[config.mk]
export PLATFORM = sky130hd
export DESIGN_NAME = linear_probe_hash_set_unit
export DESIGN_NICKNAME = d
export VERILOG_FILES = /design/src/rtl/lphs_pkg.sv /design/src/rtl/lphs_home.sv /design/src/rtl/lphs_slot_ram.sv /design/src/rtl/linear_probe_hash_set.sv
export SDC_FILE = /design/constraint.sdc
export NUM_CORES = 2
export LEC_CHECK = 0
export BUFFER_PORTS_ARGS = -buffer_cell sky130_fd_sc_hd__buf_2
export CAP_MARGIN = 20
export CELL_PAD_IN_SITES_DETAIL_PLACEMENT = 0
export CELL_PAD_IN_SITES_GLOBAL_PLACEMENT = 1
export CORE_MARGIN = 5
export CORE_UTILIZATION = 47
export CTS_BUF_LIST = sky130_fd_sc_hd__clkbuf_16
export DETAILED_ROUTE_END_ITERATION = 12
export GPL_TIMING_DRIVEN = 0
export PLACE_DENSITY_LB_ADDON = 0.3
export SLEW_MARGIN = 0
export SYNTH_ARGS = -nofsm -noshare
export SYNTH_HDL_FRONTEND = slang
export SYNTH_SLANG_ARGS = --single-unit
export TNS_END_PERCENT = 5
[constraint.sdc]
create_clock -name clk -period 6.5 [get_ports clk]
set_input_delay 0.975 -clock clk [delete_from_list [all_inputs] [get_ports clk]]
set_output_delay 0.975 -clock clk [all_outputs]
set_load 0.02 [all_outputs]
[src/rtl/lphs_pkg.sv]
// ----------------------------------------------------------------------------
// lphs_pkg: shared types and constants
// Request kinds, slot marks, slot entry layout, sequencer states and
// fixed field widths of the linear-probe hash set.
// ----------------------------------------------------------------------------
package lphs_pkg;

  localparam int KEY_W       = 32;
  localparam int KIND_W      = 2;
  localparam int MAX_RESULTS = 64;
  localparam int RES_CNT_W   = $clog2(MAX_RESULTS + 1);
  localparam int STORED_W    = 7;
  localparam int STORED_MAX  = 127;

  typedef enum logic [KIND_W-1:0] {
    KIND_ADD    = 2'd0,
    KIND_REMOVE = 2'd1,
    KIND_FIND   = 2'd2,
    KIND_LIST   = 2'd3
  } kind_t;

  // mark code 3 never arises; it decodes like a deleted slot
  typedef enum logic [1:0] {
    MARK_EMPTY   = 2'd0,
    MARK_FILLED  = 2'd1,
    MARK_DELETED = 2'd2
  } mark_t;

  typedef struct packed {
    mark_t            mark;
    logic [KEY_W-1:0] key;
  } slot_t;

  typedef enum logic [5:0] {
    ST_CLEAR  = 6'b000001,
    ST_IDLE   = 6'b000010,
    ST_HOME   = 6'b000100,
    ST_PROBE  = 6'b001000,
    ST_LIST   = 6'b010000,
    ST_LEMPTY = 6'b100000
  } state_t;

endpackage

[src/rtl/lphs_home.sv]
// ----------------------------------------------------------------------------
// lphs_home: home slot unit
// Computes key modulo TABLE_SLOTS. A power-of-two slot count is a mask;
// otherwise a reciprocal multiply, a back-multiply and one correcting
// subtract, one step per cycle, each registered in turn.
// ----------------------------------------------------------------------------
module lphs_home #(
  parameter int TABLE_SLOTS = 64,
  localparam int IDX_W = $clog2(TABLE_SLOTS)
) (
  input  logic                       clk,
  input  logic                       rst_n,
  input  logic                       start,
  input  logic [lphs_pkg::KEY_W-1:0] key,
  output logic                       done,
  output logic [IDX_W-1:0]           home
);

  localparam bit IS_POW2 = (TABLE_SLOTS & (TABLE_SLOTS - 1)) == 0;

  generate
    if (IS_POW2) begin : g_mask
      logic             done_r;
      logic [IDX_W-1:0] home_r;

      always_ff @(posedge clk) begin
        if (!rst_n) begin
          done_r <= 1'b0;
        end else begin
          done_r <= start;
        end
      end

      always_ff @(posedge clk) begin
        if (start) begin
          home_r <= key[IDX_W-1:0];
        end
      end

      assign done = done_r;
      assign home = home_r;
    end else begin : g_recip
      // floor(2^32 / TABLE_SLOTS): the quotient estimate is exact or one low,
      // so the first remainder is below twice the slot count
      localparam logic [lphs_pkg::KEY_W-1:0] RECIP =
        lphs_pkg::KEY_W'((64'd1 << lphs_pkg::KEY_W) / 64'(TABLE_SLOTS));
      localparam logic [lphs_pkg::KEY_W-1:0] SLOTS_K = lphs_pkg::KEY_W'(TABLE_SLOTS);
      localparam logic [IDX_W:0]             SLOTS_V = (IDX_W + 1)'(TABLE_SLOTS);

      logic [2:0]                     phase_r;   // one-hot: quotient, remainder, fold
      logic                           done_r;
      logic [lphs_pkg::KEY_W-1:0]     key_r;
      logic [lphs_pkg::KEY_W-1:0]     quo_r;
      logic [IDX_W:0]                 rem_r;
      logic [IDX_W-1:0]               home_r;
      logic [2*lphs_pkg::KEY_W-1:0]   prod;
      logic [lphs_pkg::KEY_W-1:0]     diff;

      always_comb begin
        prod = {{lphs_pkg::KEY_W{1'b0}}, key_r} * {{lphs_pkg::KEY_W{1'b0}}, RECIP};
        diff = key_r - quo_r * SLOTS_K;
      end

      always_ff @(posedge clk) begin
        if (!rst_n) begin
          phase_r <= '0;
          done_r  <= 1'b0;
        end else begin
          phase_r <= {phase_r[1:0], start};
          done_r  <= phase_r[2];
        end
      end

      always_ff @(posedge clk) begin
        if (start) begin
          key_r <= key;
        end
        if (phase_r[0]) begin
          quo_r <= prod[2*lphs_pkg::KEY_W-1:lphs_pkg::KEY_W];
        end
        if (phase_r[1]) begin
          rem_r <= diff[IDX_W:0];
        end
        if (phase_r[2]) begin
          home_r <= (rem_r >= SLOTS_V) ? IDX_W'(rem_r - SLOTS_V) : rem_r[IDX_W-1:0];
        end
      end

      assign done = done_r;
      assign home = home_r;
    end
  endgenerate

endmodule

[src/rtl/lphs_slot_ram.sv]
// ----------------------------------------------------------------------------
// lphs_slot_ram: slot table
// One entry per slot holding mark and key; one write and one registered
// read port.
// ----------------------------------------------------------------------------
module lphs_slot_ram #(
  parameter int TABLE_SLOTS = 64,
  localparam int IDX_W = $clog2(TABLE_SLOTS)
) (
  input  logic                clk,
  input  logic                rd_en,
  input  logic [IDX_W-1:0]    rd_addr,
  output lphs_pkg::slot_t     rd_data,
  input  logic                wr_en,
  input  logic [IDX_W-1:0]    wr_addr,
  input  lphs_pkg::slot_t     wr_data
);

  lphs_pkg::slot_t mem [TABLE_SLOTS];
  lphs_pkg::slot_t rd_data_r;

  always_ff @(posedge clk) begin
    if (wr_en) begin
      mem[wr_addr] <= wr_data;
    end
    if (rd_en) begin
      rd_data_r <= mem[rd_addr];
    end
  end

  assign rd_data = rd_data_r;

endmodule

[src/rtl/linear_probe_hash_set.sv]
// Add/remove/find: home slot computed, then slots probed in turn from it
//   (1..TABLE_SLOTS slots); result then registered.
// List: slots scanned in order up to the last key listed, one beat per key.
// Throughput: one request at a time, next accepted the cycle after its last beat loads.
// Reset: slot table clearing pass over every slot, in_stall held high meanwhile.
// ----------------------------------------------------------------------------
// linear_probe_hash_set_unit: open-addressing hash set, linear probing
// Sequencer around one slot table read port, a home slot unit and a
// single compare path; tombstones on removal, listing in slot order.
// ----------------------------------------------------------------------------
module linear_probe_hash_set_unit #(
  parameter int TABLE_SLOTS = 64
) (
  input  logic                          clk,
  input  logic                          rst_n,
  // request channel
  input  logic                          in_valid,
  output logic                          in_stall,
  input  logic [lphs_pkg::KIND_W-1:0]   in_kind,
  input  logic [lphs_pkg::KEY_W-1:0]    in_key,
  // result channel
  output logic                          out_valid,
  input  logic                          out_stall,
  output logic                          out_found,
  output logic [lphs_pkg::KEY_W-1:0]    out_key_out,
  output logic                          out_table_full,
  output logic [lphs_pkg::STORED_W-1:0] out_stored_count,
  output logic                          out_last
);

  localparam int IDX_W = $clog2(TABLE_SLOTS);
  localparam int CNT_W = $clog2(TABLE_SLOTS + 1);
  // common width for count compares against the result limit and saturation
  localparam int CMP_W = (CNT_W > lphs_pkg::RES_CNT_W) ? CNT_W : lphs_pkg::RES_CNT_W;
  localparam logic [IDX_W-1:0] LAST_IDX = IDX_W'(TABLE_SLOTS - 1);

  // --------------------------------------------------------------------------
  // State
  // --------------------------------------------------------------------------
  lphs_pkg::state_t               state_r, state_nxt;
  lphs_pkg::kind_t                kind_r, kind_nxt;
  logic [lphs_pkg::KEY_W-1:0]     key_r, key_nxt;
  logic [IDX_W-1:0]               idx_r, idx_nxt;        // slot under test / clear pointer
  logic [IDX_W-1:0]               step_r, step_nxt;      // slots probed so far
  logic                           reuse_vld_r, reuse_vld_nxt;
  logic [IDX_W-1:0]               reuse_idx_r, reuse_idx_nxt;
  logic [lphs_pkg::RES_CNT_W-1:0] n_r, n_nxt;            // list beats sent
  logic [CNT_W-1:0]               cnt_r, cnt_nxt;        // keys held

  // result register
  logic                           out_valid_r;
  logic                           found_r;
  logic [lphs_pkg::KEY_W-1:0]     key_out_r;
  logic                           table_full_r;
  logic [lphs_pkg::STORED_W-1:0]  stored_r;
  logic                           last_r;

  // result load
  logic                           out_free;
  logic                           out_load;
  logic                           ld_found;
  logic [lphs_pkg::KEY_W-1:0]     ld_key;
  logic                           ld_full;
  logic                           ld_last;

  // slot table ports
  logic                           rd_en;
  logic [IDX_W-1:0]               rd_addr;
  lphs_pkg::slot_t                rd_data;
  logic                           wr_en;
  logic [IDX_W-1:0]               wr_addr;
  lphs_pkg::slot_t                wr_data;

  // home slot unit
  logic                           home_start;
  logic                           home_done;
  logic [IDX_W-1:0]               home;

  // probe decode
  logic                           pr_hit;
  logic                           pr_stop;
  logic                           pr_cand;
  logic                           reuse_has;
  logic [IDX_W-1:0]               reuse_at;
  logic [IDX_W-1:0]               idx_inc;

  // counts
  logic [CMP_W-1:0]               cnt_ext;
  logic [CMP_W-1:0]               list_lim;
  logic [CMP_W-1:0]               n_plus;
  logic [CMP_W-1:0]               cnt_nxt_ext;
  logic [lphs_pkg::STORED_W-1:0]  shown;

  logic                           in_acc;

  // --------------------------------------------------------------------------
  // Submodules
  // --------------------------------------------------------------------------
  lphs_home #(.TABLE_SLOTS(TABLE_SLOTS)) u_home (
    .clk   (clk),
    .rst_n (rst_n),
    .start (home_start),
    .key   (in_key),
    .done  (home_done),
    .home  (home)
  );

  lphs_slot_ram #(.TABLE_SLOTS(TABLE_SLOTS)) u_ram (
    .clk     (clk),
    .rd_en   (rd_en),
    .rd_addr (rd_addr),
    .rd_data (rd_data),
    .wr_en   (wr_en),
    .wr_addr (wr_addr),
    .wr_data (wr_data)
  );

  // --------------------------------------------------------------------------
  // Handshakes
  // --------------------------------------------------------------------------
  assign in_stall   = (state_r != lphs_pkg::ST_IDLE);
  assign in_acc     = in_valid && !in_stall;
  assign home_start = in_acc && (lphs_pkg::kind_t'(in_kind) != lphs_pkg::KIND_LIST);
  // output register can take a new beat if empty or being drained this cycle
  assign out_free   = !out_valid_r || !out_stall;

  // --------------------------------------------------------------------------
  // Probe decode on the slot just read
  // --------------------------------------------------------------------------
  always_comb begin
    pr_hit  = 1'b0;
    pr_stop = 1'b0;
    pr_cand = 1'b0;
    case (rd_data.mark)
      lphs_pkg::MARK_FILLED: begin
        if (rd_data.key == key_r) begin
          pr_hit  = 1'b1;
          pr_stop = 1'b1;
        end
      end
      lphs_pkg::MARK_EMPTY: begin
        pr_cand = 1'b1;
        pr_stop = 1'b1;
      end
      default: begin
        pr_cand = 1'b1;     // tombstone: reusable, keep walking
      end
    endcase
  end

  // first reusable slot, including the one under test
  assign reuse_has = reuse_vld_r || pr_cand;
  assign reuse_at  = reuse_vld_r ? reuse_idx_r : idx_r;
  assign idx_inc   = (idx_r == LAST_IDX) ? '0 : idx_r + 1'b1;

  // list limit: min(keys held, MAX_RESULTS); filled slots always equal cnt_r
  assign cnt_ext  = CMP_W'(cnt_r);
  assign list_lim = (cnt_ext > CMP_W'(lphs_pkg::MAX_RESULTS)) ?
                    CMP_W'(lphs_pkg::MAX_RESULTS) : cnt_ext;
  assign n_plus   = CMP_W'(n_r) + 1'b1;

  // stored_count saturates for large tables
  assign cnt_nxt_ext = CMP_W'(cnt_nxt);
  assign shown = (cnt_nxt_ext > CMP_W'(lphs_pkg::STORED_MAX)) ?
                 lphs_pkg::STORED_W'(lphs_pkg::STORED_MAX) :
                 cnt_nxt_ext[lphs_pkg::STORED_W-1:0];

  // --------------------------------------------------------------------------
  // Sequencer
  // --------------------------------------------------------------------------
  always_comb begin
    state_nxt     = state_r;
    kind_nxt      = kind_r;
    key_nxt       = key_r;
    idx_nxt       = idx_r;
    step_nxt      = step_r;
    reuse_vld_nxt = reuse_vld_r;
    reuse_idx_nxt = reuse_idx_r;
    n_nxt         = n_r;
    cnt_nxt       = cnt_r;

    rd_en   = 1'b0;
    rd_addr = idx_r;
    wr_en   = 1'b0;
    wr_addr = idx_r;
    wr_data = lphs_pkg::slot_t'{mark: lphs_pkg::MARK_EMPTY, key: '0};

    out_load = 1'b0;
    ld_found = 1'b0;
    ld_key   = '0;
    ld_full  = 1'b0;
    ld_last  = 1'b1;

    case (state_r)
      // sweep every slot to empty after reset
      lphs_pkg::ST_CLEAR: begin
        wr_en   = 1'b1;
        idx_nxt = idx_inc;
        if (idx_r == LAST_IDX) begin
          state_nxt = lphs_pkg::ST_IDLE;
        end
      end

      lphs_pkg::ST_IDLE: begin
        if (in_acc) begin
          kind_nxt = lphs_pkg::kind_t'(in_kind);
          key_nxt  = in_key;
          if (lphs_pkg::kind_t'(in_kind) == lphs_pkg::KIND_LIST) begin
            if (cnt_r == '0) begin
              state_nxt = lphs_pkg::ST_LEMPTY;
            end else begin
              rd_en     = 1'b1;
              rd_addr   = '0;
              idx_nxt   = '0;
              n_nxt     = '0;
              state_nxt = lphs_pkg::ST_LIST;
            end
          end else begin
            step_nxt      = '0;
            reuse_vld_nxt = 1'b0;
            state_nxt     = lphs_pkg::ST_HOME;
          end
        end
      end

      lphs_pkg::ST_HOME: begin
        if (home_done) begin
          rd_en     = 1'b1;
          rd_addr   = home;
          idx_nxt   = home;
          state_nxt = lphs_pkg::ST_PROBE;
        end
      end

      // one slot per cycle; read of the next slot issued alongside the check
      lphs_pkg::ST_PROBE: begin
        if (pr_stop || (step_r == LAST_IDX)) begin
          if (out_free) begin
            out_load  = 1'b1;
            ld_found  = pr_hit;
            state_nxt = lphs_pkg::ST_IDLE;
            case (kind_r)
              lphs_pkg::KIND_ADD: begin
                if (!pr_hit) begin
                  if (reuse_has) begin
                    wr_en   = 1'b1;
                    wr_addr = reuse_at;
                    wr_data = lphs_pkg::slot_t'{mark: lphs_pkg::MARK_FILLED, key: key_r};
                    cnt_nxt = cnt_r + 1'b1;
                  end else begin
                    ld_full = 1'b1;
                  end
                end
              end
              lphs_pkg::KIND_REMOVE: begin
                if (pr_hit) begin
                  wr_en   = 1'b1;
                  wr_addr = idx_r;
                  wr_data = lphs_pkg::slot_t'{mark: lphs_pkg::MARK_DELETED,
                                              key: rd_data.key};
                  if (cnt_r != '0) begin
                    cnt_nxt = cnt_r - 1'b1;
                  end
                end
              end
              default: begin
                if (pr_hit) begin
                  ld_key = rd_data.key;
                end
              end
            endcase
          end
        end else begin
          reuse_vld_nxt = reuse_has;
          reuse_idx_nxt = reuse_at;
          idx_nxt       = idx_inc;
          step_nxt      = step_r + 1'b1;
          rd_en         = 1'b1;
          rd_addr       = idx_inc;
        end
      end

      // scan in slot order; a filled slot waits for the output register
      lphs_pkg::ST_LIST: begin
        if (rd_data.mark == lphs_pkg::MARK_FILLED) begin
          if (out_free) begin
            out_load = 1'b1;
            ld_found = 1'b1;
            ld_key   = rd_data.key;
            ld_last  = (n_plus == list_lim);
            n_nxt    = n_r + 1'b1;
            if (n_plus == list_lim) begin
              state_nxt = lphs_pkg::ST_IDLE;
            end else begin
              idx_nxt = idx_inc;
              rd_en   = 1'b1;
              rd_addr = idx_inc;
            end
          end
        end else begin
          idx_nxt = idx_inc;
          rd_en   = 1'b1;
          rd_addr = idx_inc;
        end
      end

      lphs_pkg::ST_LEMPTY: begin
        if (out_free) begin
          out_load  = 1'b1;
          state_nxt = lphs_pkg::ST_IDLE;
        end
      end

      default: begin
        state_nxt = lphs_pkg::ST_IDLE;
      end
    endcase
  end

  always_ff @(posedge clk) begin
    if (!rst_n) begin
      state_r     <= lphs_pkg::ST_CLEAR;
      idx_r       <= '0;
      cnt_r       <= '0;
      out_valid_r <= 1'b0;
    end else begin
      state_r     <= state_nxt;
      idx_r       <= idx_nxt;
      cnt_r       <= cnt_nxt;
      out_valid_r <= out_load || (out_valid_r && out_stall);
    end
  end

  always_ff @(posedge clk) begin
    kind_r      <= kind_nxt;
    key_r       <= key_nxt;
    step_r      <= step_nxt;
    reuse_vld_r <= reuse_vld_nxt;
    reuse_idx_r <= reuse_idx_nxt;
    n_r         <= n_nxt;
    if (out_load) begin
      found_r      <= ld_found;
      key_out_r    <= ld_key;
      table_full_r <= ld_full;
      stored_r     <= shown;
      last_r       <= ld_last;
    end
  end

  assign out_valid        = out_valid_r;
  assign out_found        = found_r;
  assign out_key_out      = key_out_r;
  assign out_table_full   = table_full_r;
  assign out_stored_count = stored_r;
  assign out_last         = last_r;

  // --------------------------------------------------------------------------
  // Assertions
  // --------------------------------------------------------------------------
  // a new beat never overwrites one still held by the consumer
  a_no_overwrite: assert property (@(posedge clk) disable iff (!rst_n)
    out_load |-> out_free)
    else $error("result beat overwritten while stalled");

  // the table is only written by the clearing pass or at the end of a probe
  a_write_src: assert property (@(posedge clk) disable iff (!rst_n)
    wr_en |-> (state_r == lphs_pkg::ST_CLEAR) || (state_r == lphs_pkg::ST_PROBE))
    else $error("slot table written outside clear or probe");

  // key count never exceeds the slot count
  a_cnt_bound: assert property (@(posedge clk) disable iff (!rst_n)
    CMP_W'(cnt_r) <= CMP_W'(TABLE_SLOTS))
    else $error("key count above slot count");

  // a listing never sends more beats than its limit
  a_list_bound: assert property (@(posedge clk) disable iff (!rst_n)
    (state_r == lphs_pkg::ST_LIST) |-> (CMP_W'(n_r) < list_lim))
    else $error("listing ran past its last beat");

  // a finished request always leaves a result beat behind
  a_done_beat: assert property (@(posedge clk) disable iff (!rst_n)
    (state_r != lphs_pkg::ST_IDLE) && (state_nxt == lphs_pkg::ST_IDLE) &&
    (state_r != lphs_pkg::ST_CLEAR) |=> out_valid_r)
    else $error("request finished without a result beat");

endmodule

==> impl_results.md <==
* Routability Congestion at 0.9750
* Number of synthesized register bits at 2333
* Failing checks: setup timing
* Number of hold-slack violations in the final timing report at 0
* Clock insertion delay at the later pin of the skew report at 880 ps
* Via Count at 67290
* Setup clock skew after layout at 63.43 ps
* Total leakage power at 36.31 nW
* Post-Syn Area at 0.09488 mm^2
* Most frequently used flop master after synthesis: sky130_fd_sc_hd__edfxtp_1
* Post-layout nets at 7992
* Maximum number of pins on one net before global-route repair at 36
* Fillers at 16770
* Depth of the CTS H-tree at 4
* CTS Hold Bufs at 0
* Site row count at 165
* CP max-delay cell: sky130_fd_sc_hd__or4_1
* Transition at the pin with the smallest max-transition slack at 1189 ps
* Area added between synthesis and finish at 15.63%
* YS warnings at 0
* Via density per instance at 6.214
* Number of clock sinks at 2333
* Share of synthesized registers carrying an async set or reset at 0%
* Top library cells by usage in the layout, fill and taps aside: sky130_fd_sc_hd__edfxtp_1, sky130_fd_sc_hd__nand2_1, sky130_fd_sc_hd__nand3_1, sky130_fd_sc_hd__a21oi_1, sky130_fd_sc_hd__o21ai_0
* Critical path class: reg2reg
* Worst hold path class: in2reg
* Sort of element at the end of the critical path: register
* Most common cell after layout, fill and taps aside: sky130_fd_sc_hd__edfxtp_1
* Max cap viols at 0
* Worst Path Max Fanout at 33
* Residual DRC count at 0
* Met2 wire length at 145800 um
* WL/cell at 30.26 um
* Cell-by-cell trace of the critical path: buf_2 > or4_1 > nor3b_1 > and2_2 > buf_12 > a21oi_1 > and4_1 > buf_2 > clkdlybuf4s15_1 > clkbuf_1 > o21ai_0 > nand3_1 > nand4_1 > o2111ai_1 > or4_1
* Post-synth net total at 7533
* Crit path largest cell delay at 770 ps
* Number of detailed-routing iterations run before antenna repair at 7
* GRT Total Usage at 30.38%
* Initial DRC count at 10180
* Die Footprint at 0.2110 mm^2
* Unrepaired setup endpoints after global routing: yes
* Highest metal layer with signal wires: met5
* Global-route congestion overflow total at 0
* Amount of wire on met3 after detailed routing at 38620 um
* Count of input and output buffers at 81
* Area of the multi-input gates at 0.02376 mm^2
* Setup-failing EPs final at 4
* Post-detailed-routing wire length at 327700 um
* Post-Synthesis Cells at 7489
* Estimated wirelength of the detail-placed design at 236600 um
* Number of global-route vias before repair at 63050
* Endpoint arrival time on the critical path at 7120 ps
* Number of enable-type register cells in the synthesized netlist at 2312
* Total power after layout at 0.03638 W
* Master cell of the clock root buffer: sky130_fd_sc_hd__clkbuf_16
* Post-Place Setup Slack at -813.2 ps
* Period utilisation layout at 100.5%
* Ratio of cells with drive above 1 in the final layout at 9.788%
* Register area at 0.06985 mm^2
* Final core area utilization at 54.45%
* Overall die height at 459.3 um
* Syn_area_per_cell at 12.67 um^2
* Die width at 459.3 um
* Distinct cells, synth at 74
* Core region area at 0.2015 mm^2
* TritonCTS clock tree: done
* Critical Path Start Type: register
* Final number of max-transition violations at 0
* Post-DRT Antenna Nets at 0
* Wire length of the first global-routing pass at 459900 um
* Worst slew margin relative to its limit at 20.67%
* Buffer levels on the longest clock path at 3
* Clk slew on worst S/H paths at 60 ps
* Pwr Density at 331.6 mW/mm^2
* Final critical-path setup slack at -33.08 ps
* Met1 wire length at 124300 um
* Antenna violations before repair at 32
* Status: finished, violations left
* TritonCTS buffer count at 232
* Number of placed I/O pins at 82
* Part of the Yosys area used for sequential elements at 73.62%
* Initial core utilization at 47.09%
* Worst vdd rail ir drop at 288.9 uV
* WP data required at 7090 ps
* Achievable frequency at 0.1531 GHz
* Final critical-path required period at 6533 ps
## path summary, 6_finish.rpt
kind,startpoint,slack (ps),cells past startpoint,to
max,state_r[5],-30,15,u_ram.rd_data[18]
min,in_key[6],280,1,key_r[6]
min reg2reg,reuse_idx_r[1],570,1,reuse_idx_r[1]
max reg2reg,state_r[5],-30,15,u_ram.rd_data[18]
## sequential cells by signal, summed over array words and instances (netlist names), 6 cells and up
register	cells
cnt_ext	7
idx_r	6
key_r	32
n_r	7
out_key_out	32
out_stored_count	7
reuse_idx_r	6
state_r	6
step_r	6
u_home.home	6
u_ram.mem	2176
u_ram.rd_data	34
## cells by family (layout without fill, tap and decap cells)
kind of cell / after synthesis / after routing / synth area share (%)
adder cells (fa/ha/maj): 6 / 6 / 0.07912
multiplexers: 16 / 16 / 0.1780
other: 0 / 13 / 0
AND/OR/NAND/NOR: 2915 / 2915 / 13.80
XOR/XNOR: 46 / 46 / 0.4391
buffers and inverters: 584 / 1238 / 2.498
AO/OA/AOI/OAI: 1589 / 1589 / 9.384
flip-flops: 2333 / 2333 / 73.62
## synthesized netlist by cell type (all sizes together), types with 3 or more instances
library cell | n | area (um^2)
inv | 16 | 60.06
or2 | 11 | 68.82
and2 | 12 | 75.07
nor3 | 15 | 80.08
o21ai | 636 | 3183
and3 | 15 | 98.84
nor4 | 7 | 62.56
a21oi | 714 | 3585
nor2 | 287 | 1087
ha | 6 | 75.07
clkbuf | 444 | 1667
nand4 | 216 | 1351
dfxtp | 21 | 420.4
nand3 | 828 | 4144
a211oi | 3 | 22.52
mux2i | 9 | 90.09
a31oi | 17 | 106.4
nand4b | 3 | 26.28
nand2 | 1406 | 5305
o31ai | 4 | 35.03
a21o | 6 | 45.04
o21a | 4 | 30.03
mux2 | 7 | 78.83
buf | 124 | 643.1
edfxtp | 2312 | 69430
a22oi | 37 | 282.8
nor2b | 36 | 225.2
nand2b | 24 | 150.1
xor2 | 5 | 43.79
nand3b | 3 | 22.52
or4 | 37 | 277.8
a2111oi | 6 | 165.2
nor3b | 8 | 60.06
xnor2 | 40 | 350.3
o2111ai | 139 | 1217
## area by class of cell
type                            instances  area share, %
Clock buffer                          235          5.360
Inverter                               16        0.05474
Clock inverter                        194          1.030
Timing Repair Buffer                  225          3.027
Multi-Input combinational cell       4572          21.66
Antenna cell                           13        0.02965
Tap cell                             2672          3.047
Buffer                                568          2.128
Sequential cell                      2333          63.67
## layer usage
layer  GRT usage, %  vias up
met5              0        -
met4          14.94       12
met3          8.023      689
met2          46.03     4080
met1          40.92    33570
li1               -    28940
## critical path: cells and delay by family, from the launching register on
kind,cells,cell delay (ps)
buf+inv,5,1820
compound gates,3,1100
simple gates,7,2970
flops,1,300
## metrics by stage
step	hold WS, ps	TNS (ps)	instance area [um^2]	std cells
after floorplan	500.3	0	94880	7489
after global placement	549.6	-	98630	10240
after detailed placement	554.9	-608790	102200	10380
after CTS	235.4	0	109400	10810
after global routing	262.6	-145.6	109700	10820
final	279.0	-98.49	109700	10830
## report_power, final
part	total, W	internal, W	switching, W
clock network	0.0126	0.00688	0.00568
registers	0.0167	0.0166	0.0000657
logic	0.00712	0.00165	0.00547
## what timing repair did
action,in CTS,in global routing
gates resized for setup,39,54
setup endpoints to repair,2010,973
setup buffers,2,5
pin swaps,2,2
Note: power is estimated with default switching activity, not from simulation.
